===== config.mk =====
export PLATFORM = sky130hd
export DESIGN_NAME = replica_spread_selector
export DESIGN_NICKNAME = d
export VERILOG_FILES = /design/src/sv/rss_pkg.sv /design/src/sv/replica_spread_selector.sv
export SDC_FILE = /design/constraint.sdc
export NUM_CORES = 1
export LEC_CHECK = 0
export BUFFER_PORTS_ARGS = -buffer_cell sky130_fd_sc_hd__buf_4
export CORE_ASPECT_RATIO = 1.2
export CORE_MARGIN = 5
export CORE_UTILIZATION = 30
export CTS_CLUSTER_DIAMETER = 100
export DETAILED_ROUTE_END_ITERATION = 7
export RECOVER_POWER = 50
export REMOVE_ABC_BUFFERS = 1
export SYNTH_ARGS = -nofsm -noshare
export SYNTH_HDL_FRONTEND = slang
export SYNTH_SLANG_ARGS = --single-unit

===== constraint.sdc =====
create_clock -name clk -period 26 [get_ports clk]
set_input_delay 7.8 -clock clk [delete_from_list [all_inputs] [get_ports clk]]
set_output_delay 7.8 -clock clk [all_outputs]
set_load 0.02 [all_outputs]

===== src/sv/rss_pkg.sv =====
// package: item types and register indexes of the replica spread selector
`timescale 1ns / 1ps

package rss_pkg;

  localparam int MAP_BITS = 16;
  localparam int CFG_W    = 5;

  localparam logic REG_REPLICA_TOTAL = 1'b0;
  localparam logic REG_SPREAD_LIMIT  = 1'b1;

  typedef struct packed {
    logic        operation;
    logic [7:0]  dir_slot;
    logic [15:0] dir_map;
    logic [4:0]  dir_used;
  } req_t;

  typedef struct packed {
    logic [3:0] replica_pick;
    logic       none_found;
  } res_t;

endpackage


===== src/sv/replica_spread_selector.sv =====
// top level: replica spread selector with directory pointer memory
//
// channel   | handshake           | payload
// ----------+---------------------+------------------------------------
// request   | start, busy         | req (operation, slot, map, used)
// result    | done (one cycle)    | res (replica_pick, none_found)
// config    | cfg_we              | cfg_index, cfg_data
//
// a round robin item first reads the pointer memory, then picks and writes the pointer back.
// a spread item is evaluated, then draws from the counter until it finds a free replica (up to
// 24 draws at WRAP_LIMIT 1024; a counter wrap inside the search can run past the replica count).
// after a replica_total write, the next spread item that draws adds a WRAP_LIMIT bit-width
// remainder pass to bring the counter residue up to date.
// after reset a clearing pass writes zero to every pointer memory slot with busy high.
// results cannot be stalled; busy stays high until the result of the current item is out.
`timescale 1ns / 1ps

module replica_spread_selector
  import rss_pkg::*;
#(
  parameter int MAX_REPLICAS = 16,
  parameter int DIR_SLOTS    = 256,
  parameter int WRAP_LIMIT   = 1024
) (
  input  logic             clk,
  input  logic             rst,
  input  logic             start,
  output logic             busy,
  input  req_t             req,
  output logic             done,
  output res_t             res,
  input  logic             cfg_we,
  input  logic             cfg_index,
  input  logic [CFG_W-1:0] cfg_data
);

  localparam int CAP = (MAX_REPLICAS < MAP_BITS) ? MAX_REPLICAS : MAP_BITS;
  localparam int SW  = (DIR_SLOTS > 1) ? $clog2(DIR_SLOTS) : 1;
  localparam int CW  = $clog2(WRAP_LIMIT + 1);
  localparam int BW  = $clog2(CW);

  localparam logic [2:0] S_CLEAR = 3'd0;
  localparam logic [2:0] S_IDLE  = 3'd1;
  localparam logic [2:0] S_EVAL  = 3'd2;
  localparam logic [2:0] S_MOD   = 3'd3;
  localparam logic [2:0] S_DRAW  = 3'd4;

  logic [2:0]       state;
  logic [CFG_W-1:0] replica_total;
  logic [CFG_W-1:0] spread_limit;
  logic [CW-1:0]    counter;
  logic [4:0]       resid;
  logic             resid_ok;
  logic [4:0]       rem;
  logic [BW-1:0]    bcnt;
  logic [SW-1:0]    clr_idx;
  req_t             item;
  logic [SW-1:0]    item_slot;

  logic [3:0]       ptr_mem [DIR_SLOTS];
  logic [3:0]       ptr_rd;
  logic             mem_we;
  logic [SW-1:0]    mem_waddr;
  logic [3:0]       mem_wdata;

  logic [12:0]      acc;
  logic [SW-1:0]    slot_idx;
  logic [4:0]       r;
  logic [4:0]       span;
  logic [MAP_BITS-1:0] mask_r;
  logic [MAP_BITS-1:0] elig;
  logic [MAP_BITS-1:0] elig_hi;
  logic [3:0]       p;
  logic [3:0]       rr_pick;
  logic             rr_found;
  logic             any_free;
  logic [4:0]       pick_inc;
  logic [3:0]       ptr_next;
  logic             accept;
  logic             wrap;
  logic [4:0]       resid_next;
  logic [4:0]       rem_sh;
  logic [4:0]       rem_next;

  assign accept = start && !busy;
  assign busy   = (state != S_IDLE);

  // slot modulo the memory depth, one compare and subtract per input bit
  always_comb begin
    acc = '0;
    for (int i = 7; i >= 0; i--) begin
      acc = {acc[11:0], req.dir_slot[i]};
      if (acc >= 13'(DIR_SLOTS)) acc = acc - 13'(DIR_SLOTS);
    end
    slot_idx = acc[SW-1:0];
  end

  always_comb begin
    if (replica_total == '0) r = 5'd1;
    else if (replica_total > 5'(CAP)) r = 5'(CAP);
    else r = replica_total;
    span = (spread_limit < r) ? spread_limit : r;
    for (int i = 0; i < MAP_BITS; i++) mask_r[i] = (5'(i) < r);
  end

  // round robin search from the stored pointer
  always_comb begin
    p        = (5'(ptr_rd) >= r) ? 4'd0 : ptr_rd;
    elig     = item.dir_map & mask_r;
    any_free = |(~item.dir_map & mask_r);
    for (int i = 0; i < MAP_BITS; i++) elig_hi[i] = elig[i] && (4'(i) >= p);
    rr_found = |elig;
    rr_pick  = '0;
    if (|elig_hi) begin
      for (int i = MAP_BITS - 1; i >= 0; i--) if (elig_hi[i]) rr_pick = 4'(i);
    end else begin
      for (int i = MAP_BITS - 1; i >= 0; i--) if (elig[i]) rr_pick = 4'(i);
    end
    pick_inc = {1'b0, rr_pick} + 5'd1;
    ptr_next = (pick_inc == r) ? 4'd0 : pick_inc[3:0];
  end

  always_comb begin
    wrap       = (counter == CW'(WRAP_LIMIT));
    resid_next = (resid + 5'd1 == r) ? 5'd0 : resid + 5'd1;
    rem_sh     = {rem[3:0], counter[bcnt]};
    rem_next   = (rem_sh >= r) ? rem_sh - r : rem_sh;
  end

  always_comb begin
    mem_we    = 1'b0;
    mem_waddr = item_slot;
    mem_wdata = ptr_next;
    if (state == S_CLEAR) begin
      mem_we    = 1'b1;
      mem_waddr = clr_idx;
      mem_wdata = '0;
    end else if (state == S_EVAL) begin
      mem_we = !(item.operation == 1'b0 && item.dir_used < span) &&
               !(item.operation == 1'b1 && item.dir_used == '0) && rr_found;
    end
  end

  always_ff @(posedge clk) begin
    if (mem_we) ptr_mem[mem_waddr] <= mem_wdata;
    ptr_rd <= ptr_mem[slot_idx];
  end

  always_ff @(posedge clk) begin
    if (rst) begin
      state         <= S_CLEAR;
      replica_total <= 5'd1;
      spread_limit  <= 5'd4;
      counter       <= '0;
      resid         <= '0;
      resid_ok      <= 1'b1;
      clr_idx       <= '0;
      done          <= 1'b0;
    end else begin
      done <= 1'b0;
      if (cfg_we) begin
        if (cfg_index == REG_REPLICA_TOTAL) begin
          replica_total <= cfg_data;
          resid_ok      <= 1'b0;
        end else begin
          spread_limit <= cfg_data;
        end
      end
      case (state)
        S_CLEAR: begin
          clr_idx <= clr_idx + 1'b1;
          if (clr_idx == SW'(DIR_SLOTS - 1)) state <= S_IDLE;
        end
        S_IDLE: begin
          if (accept) state <= S_EVAL;
        end
        S_EVAL: begin
          if (item.operation == 1'b0 && item.dir_used < span) begin
            if (!any_free) begin
              done  <= 1'b1;
              res   <= '{replica_pick: 4'd0, none_found: 1'b1};
              state <= S_IDLE;
            end else if (r == 5'd1) begin
              done  <= 1'b1;
              res   <= '{replica_pick: 4'd0, none_found: 1'b0};
              state <= S_IDLE;
            end else if (resid_ok) begin
              state <= S_DRAW;
            end else begin
              rem   <= '0;
              bcnt  <= BW'(CW - 1);
              state <= S_MOD;
            end
          end else begin
            done  <= 1'b1;
            state <= S_IDLE;
            if ((item.operation == 1'b1 && item.dir_used == '0) || !rr_found) begin
              res <= '{replica_pick: 4'd0, none_found: 1'b1};
            end else begin
              res <= '{replica_pick: rr_pick, none_found: 1'b0};
            end
          end
        end
        S_MOD: begin
          rem  <= rem_next;
          bcnt <= bcnt - 1'b1;
          if (bcnt == '0) begin
            resid    <= rem_next;
            resid_ok <= 1'b1;
            state    <= S_DRAW;
          end
        end
        S_DRAW: begin
          counter <= wrap ? '0 : counter + 1'b1;
          resid   <= wrap ? '0 : resid_next;
          if (!item.dir_map[resid[3:0]]) begin
            done  <= 1'b1;
            res   <= '{replica_pick: resid[3:0], none_found: 1'b0};
            state <= S_IDLE;
          end
        end
        default: state <= S_IDLE;
      endcase
    end
  end

  always_ff @(posedge clk) begin
    if (accept) begin
      item      <= req;
      item_slot <= slot_idx;
    end
  end

endmodule


==> results of run 1 <==
path summary, 6_finish.rpt:
path                                               startpoint                        end  slack, ns  cells after the start
worst max-delay path            replica_total[1]$_SDFFE_PP0P_  ptr_mem[132][2]$_DFFE_PP_       8.83                     17
worst max register to register  replica_total[1]$_SDFFE_PP0P_  ptr_mem[132][2]$_DFFE_PP_       8.83                     17
worst min register to register            resid_ok$_SDFF_PP1_      state[0]$_SDFFE_PP0P_       0.48                      1
worst min-delay path                      resid_ok$_SDFF_PP1_      state[0]$_SDFFE_PP0P_       0.48                      1
routing by layer:
metal | up-vias | share of wire | GRT usage
li1 | 10425 | - | -
met5 | - | 0 | 0
met4 | 0 | 0.027 | 0.0390
met3 | 171 | 0.066 | 0.0252
met1 | 12833 | 0.39 | 0.173
met2 | 850 | 0.52 | 0.237
layout make-up:
type | instances | area share
sequential | 1110 | 0.626
multi-input combinational | 1172 | 0.245
clock inverter | 55 | 0.0115
timing repair buffer | 84 | 0.0121
inverter | 27 | 0.00193
clock buffer | 141 | 0.0547
antenna | 3 | 0.000143
tap | 2080 | 0.0495
sequential cells by signal (all words and copies together) (netlist names):
register,flops
bcnt,4
clr_idx,8
counter,11
done,1
item,22
item_slot,8
ptr_mem,1024
ptr_rd,4
rem,4
replica_total,5
res,5
resid,5
resid_ok,1
spread_limit,5
state,3
where the power goes:
part / switching [mW] / internal (mW)
logic: 0.499 / 0.145
clock network: 0.678 / 0.874
registers: 0.0269 / 2.18
total: 1.20 / 3.20
Yosys cell counts (6+ instances only):
library cell	number	area, sq um
dfxtp_1	43	861
edfxtp_1	1067	32000
xnor2_1	14	123
nor2_1	76	285
o211ai_1	8	60.1
mux2i_1	10	100
nand2b_1	6	37.5
xor2_1	16	140
o21ai_0	35	175
nand4_1	13	81.3
or3_1	9	56.3
ha_1	23	288
inv_1	27	101
clkbuf_8	6	82.6
buf_1	36	135
nand3b_1	16	120
a211oi_1	8	60.1
mux4_2	347	7820
clkbuf_1	130	488
o31ai_1	6	45.0
or2_2	12	75.1
nor4_1	112	701
a31oi_1	10	62.6
buf_2	13	65.1
nor2b_1	7	43.8
nand2_1	103	387
nor3_1	166	831
a21o_1	8	60.1
a21oi_1	42	210
nand3_1	26	130
cell families after synthesis:
logic type | count (synthesis)
buf+inv | 215
simple gates | 571
compound gates | 186
fa+ha+maj | 26
xor+xnor | 30
flops | 1110
mux | 359
==> flow_metrics.env, run 1 <==
export IMPL_status="finished, violations left"
export IMPL_cp_common_cell="ha_1"
export IMPL_synth_compound_area_frac=0.0290
export IMPL_path_class="reg -> reg"
export IMPL_final_cell_area_sq_um=52600
export IMPL_cts_tree="yes"
export IMPL_rows=158
export IMPL_antenna_found_initial=4
export IMPL_synth_top_family_by_area="multiplexers"
export IMPL_finalSetupViolCount=0
export IMPL_min_period_ns=17.17
export IMPL_n_fill_cell=14556
export IMPL_die_y_microns=442
export IMPL_yosys_register_bits=1110
export IMPL_initial_core_util=0.302
export IMPL_power_leakage_nw=15.8
export IMPL_die_w_microns=370
export IMPL_violations="max-capacitance violations, max-slew violations"
export IMPL_yosysSeqAreaShare=0.705
export IMPL_cts_sinks=1110
export IMPL_path_delay_family="buffers and inverters"
export IMPL_core_area_sq_um=155000
export IMPL_hold_viol_final=0
export IMPL_synth_xor_area_share=0.00563
export IMPL_hpwl_microns=67600
export IMPL_worstPathRequired_ns=24.88
export IMPL_overflow=0
export IMPL_tns_ns=0
export IMPL_drive_gt1_frac=0.242
export IMPL_slew_viol_final=1048
export IMPL_cts_resized_gates=0
export IMPL_maxCapViolCount=10
export IMPL_clock_root_buffer="clkbuf_16"
export IMPL_fin_util=0.340
export IMPL_clock_latency_ns=0.73
export IMPL_dieArea_sq_um=163000
export IMPL_grt_pass1_wl_microns=168000
export IMPL_grt_pass1_vias=25061
export IMPL_track_usage=0.136
export IMPL_grt_max_degree=257
export IMPL_clkTransAtPathRegs_ns=0.06
export IMPL_hold_path_class="reg -> reg"
export IMPL_path_cells="nor3_1 -> o21ai_0 -> inv_1 -> ha_1 -> nand2b_1 -> a2111oi_0 -> o31ai_1 -> a221oi_1 -> nand4_4 -> or3_1 -> o22ai_1 -> ha_1 -> xnor2_1 -> nor2_1 -> a211o_1 -> a211oi_4 -> clkbuf_1"
export IMPL_fin_ws_ns=8.83
export IMPL_ant_nets=0
export IMPL_max_stage_delay_ns=7.67
export IMPL_endpoint_kind="flop"
export IMPL_fmax_ghz=0.0582
export IMPL_vias=24279
export IMPL_slew_headroom=-6.41
export IMPL_synth_edff_count=1067
export IMPL_post_cts_buffers=0
export IMPL_finalWeightedCongestion=0.821
export IMPL_ioPinCount=47
export IMPL_place_area_sq_um=49200
export IMPL_crit_buf_inv=2
export IMPL_synth_fa_ha_area_frac=0.00705
export IMPL_synth_flop_cell="edfxtp_1"
export IMPL_remaining_drc_errors=0
export IMPL_synthArstFlopShare=0
export IMPL_synthMuxAreaShare=0.170
export IMPL_crit_fanout=256
export IMPL_rsz0062_at_grt="false"
export IMPL_final_common_cell="edfxtp_1"
export IMPL_dp_cells=4473
export IMPL_cts_buffers=109
export IMPL_detail_route_iter0_violations=2178
export IMPL_finalCritPeriodShare=0.661
export IMPL_finalClockSkew_ns=0.0400
export IMPL_cts_buffer_depth=3
export IMPL_vias_per_cell=5.20
export IMPL_power_density_nw_per_um2=83.7
export IMPL_ir_worst_vdd_v=0.0000747
export IMPL_layout_common_cells="edfxtp_1 (1,067), mux4_2 (347), nor3_1 (166)"
export IMPL_port_buffers=46
export IMPL_crit_arrival_ns=16.05
export IMPL_nets=2568
export IMPL_multi_input_area_sq_um=12900
export IMPL_netlist_area_sq_um=46600
export IMPL_critPathSlowestCell="clkbuf_1"
export IMPL_synth_avg_cell_area_sq_um=18.7
export IMPL_worst_slew_pin_slew_ns=11.11
export IMPL_fin_cells=4672
export IMPL_yosysWarnings=0
export IMPL_ys_types=89
export IMPL_drt_pre_antenna_iters=7
export IMPL_seq_area_sq_um=32900
export IMPL_start_kind="flop"
export IMPL_drt_wl_total_microns=114000
export IMPL_wl_per_cell_microns=24.3
export IMPL_synthCells=2497
export IMPL_whs_ns=0.480
export IMPL_place_ws_ns=13.02
export IMPL_h_tree_depth=3
export IMPL_ctsHoldBuffers=0
export IMPL_syn2layout_area_growth_pct=12.8
export IMPL_power_mw=4.40
export IMPL_synth_simple_area_share=0.0633
Note: power is estimated with default switching activity, not from simulation.
==> run 2: changes to the inputs <==
clock period = 16.9 ns   (was 26 ns; I/O delays follow)
==> run 2 against run 1 <==
Effect of this change: the flow still finishes with violations (max-capacitance violations, max-slew violations); critical path depth stayed put; first-iteration DRC count is 10% higher; register-to-register slack worse by 3.5 ns; die area stayed put; sequential share of layout area is 0.068 points higher; cell count is 0.13% higher; maximum frequency is 49% higher; flip-flop and latch count stayed put; combinational power is 56% higher.
==> flow_metrics.env, run 2 (same netlist as run 1, synthesis figures left out) <==
export IMPL_status="finished, violations left"
export IMPL_violations="max-capacitance violations, max-slew violations"
export IMPL_rsz0062_at_grt="false"
export IMPL_cts_buffer_depth=3
export IMPL_clkTransAtPathRegs_ns=0.06
export IMPL_slew_headroom=-1.85
export IMPL_finalWeightedCongestion=0.820
export IMPL_path_class="reg -> reg"
export IMPL_worstPathRequired_ns=17.11
export IMPL_min_delay_start="resid_ok$_SDFF_PP1_"
export IMPL_finalClockSkew_ns=0.0265
export IMPL_endpoint_kind="flop"
export IMPL_grt_pass1_wl_microns=168000
export IMPL_detail_route_iter0_violations=2404
export IMPL_port_buffers=46
export IMPL_clock_latency_ns=0.71
export IMPL_layout_common_cells="edfxtp_1 (1,067), mux4_2 (347), nor3_1 (166)"
export IMPL_drt_wl_total_microns=113000
export IMPL_remaining_drc_errors=0
export IMPL_seqPwrFrac=0.495
export IMPL_grt_pass1_vias=24598
export IMPL_hold_path_class="reg -> reg"
export IMPL_largest_reg_flops=1024
export IMPL_drt_pre_antenna_iters=5
export IMPL_clkPwrFrac=0.354
export IMPL_hpwl_microns=67200
export IMPL_ctsHoldBuffers=0
export IMPL_crit_start="replica_total[1]$_SDFFE_PP0P_"
export IMPL_pwr_share_comb=0.151
export IMPL_cts_buffers=108
export IMPL_ff2ff_setup_slack_ns=5.37
export IMPL_switchingPower_mw=1.85
export IMPL_nets=2567
export IMPL_multi_input_area_sq_um=12900
export IMPL_tns_ns=0
export IMPL_initial_core_util=0.302
export IMPL_ant_nets=0
export IMPL_reg_largest_list="ptr_mem: 1024 flops, item: 22 flops, counter: 11 flops"
export IMPL_swShare=0.279
export IMPL_hold_viol_final=0
export IMPL_ioPinCount=47
export IMPL_fmax_ghz=0.0867
export IMPL_maxCapViolCount=13
export IMPL_ir_worst_vdd_v=0.000129
export IMPL_crit_fanout=74
export IMPL_n_fill_cell=14652
export IMPL_antenna_found_initial=3
export IMPL_core_area_sq_um=155000
export IMPL_power_leakage_nw=15.7
export IMPL_dieArea_sq_um=163000
export IMPL_overflow=0
export IMPL_slew_viol_final=483
export IMPL_r2r_start="replica_total[1]$_SDFFE_PP0P_"
export IMPL_die_w_microns=370
export IMPL_finalCritPeriodShare=0.682
export IMPL_post_cts_buffers=0
export IMPL_min_period_ns=11.53
export IMPL_die_y_microns=442
export IMPL_drive_gt1_frac=0.237
export IMPL_top_register="ptr_mem"
export IMPL_cts_sinks=1110
export IMPL_power_density_nw_per_um2=126
export IMPL_track_usage=0.135
export IMPL_fin_util=0.340
export IMPL_wl_per_cell_microns=24.1
export IMPL_h_tree_depth=3
export IMPL_seq_area_sq_um=32900
export IMPL_p_int_mw=4.79
export IMPL_syn2layout_area_growth_pct=12.6
export IMPL_vias_per_cell=5.15
export IMPL_cts_resized_gates=0
export IMPL_grt_max_degree=257
export IMPL_crit_arrival_ns=11.74
export IMPL_cts_tree="yes"
export IMPL_finalSetupViolCount=0
export IMPL_rows=158
export IMPL_start_kind="flop"
export IMPL_vias=24103
export IMPL_final_common_cell="edfxtp_1"
export IMPL_clock_root_buffer="clkbuf_16"
export IMPL_worst_slew_pin_slew_ns=4.28
run 2: cell count changes in the layout (fill, tap and decap cells not counted), sizes merged:
cell and delta:
buf -24, clkbuf +15, clkinv +11, clkinvlp +3, inv +3, bufinv -1, diode -1
run 2: area by class of cell:
class                   instances  share of cell area
well taps                    2080              0.0495
flip-flops and latches       1110               0.626
clock buffers                 132              0.0532
diodes                          2           0.0000953
multi-input cells            1172               0.245
inverters                      27             0.00193
clock inverters                71              0.0122
repair buffers                 84              0.0117
run 2: worst paths after layout:
kind	to	depth (start not counted)
setup / recovery	ptr_mem[141][1]$_DFFE_PP_	17
hold / removal	state[0]$_SDFFE_PP0P_	1
setup reg to reg	ptr_mem[141][1]$_DFFE_PP_	17
hold reg to reg	state[0]$_SDFFE_PP0P_	1
run 2: routing by layer:
metal	up-vias	track usage	part of all wire
met4	0	0.0406	0.025
met3	159	0.0218	0.059
met2	790	0.236	0.52
met1	12712	0.174	0.40
met5	-	0	0
li1	10442	-	-
run 2: metrics by stage:
stage / cells / power, mW / hold slack (ns) / cell area, sq um / setup slack, ns
floorplan: 2309 / 3.92 / 0.436 / 45800 / 0.0244
global placement: 4472 / 4.34 / 0.461 / 49200 / 6.95
detailed placement: 4472 / 4.36 / 0.467 / 49200 / 6.92
CTS: 4675 / 6.70 / 0.484 / 52700 / 7.72
global route: 4676 / 6.87 / 0.507 / 52500 / 4.85
finish: 4678 / 6.63 / 0.487 / 52500 / 5.37
run 2: power groups by stage:
| stage | clock (mW) | sequential, mW | combinational (mW) |
|---|---|---|---|
| finish | 2.35 | 3.29 | 1.00 |
| global route | 2.52 | 3.29 | 1.06 |
| CTS | 2.40 | 3.28 | 1.02 |
| detailed placement | 0 | 3.34 | 1.02 |
| global placement | 0 | 3.34 | 1.00 |
| floorplan | 0 | 3.42 | 0.497 |
run 2: critical path: stages (launching register included):
cell      delay [ns]
dfxtp_1         0.94
nor2b_1         0.53
inv_1           0.21
ha_1            0.33
a21oi_1         0.06
o21ai_0         0.28
nand2_1         0.23
nor2_1          0.15
a21oi_1         0.07
ha_1            0.30
a21oi_1         0.13
nor2b_1         0.05
o21ai_0         0.21
o211ai_1        0.19
a21oi_1         1.18
clkbuf_1        2.40
clkbuf_1        2.96
nor4_1          0.73
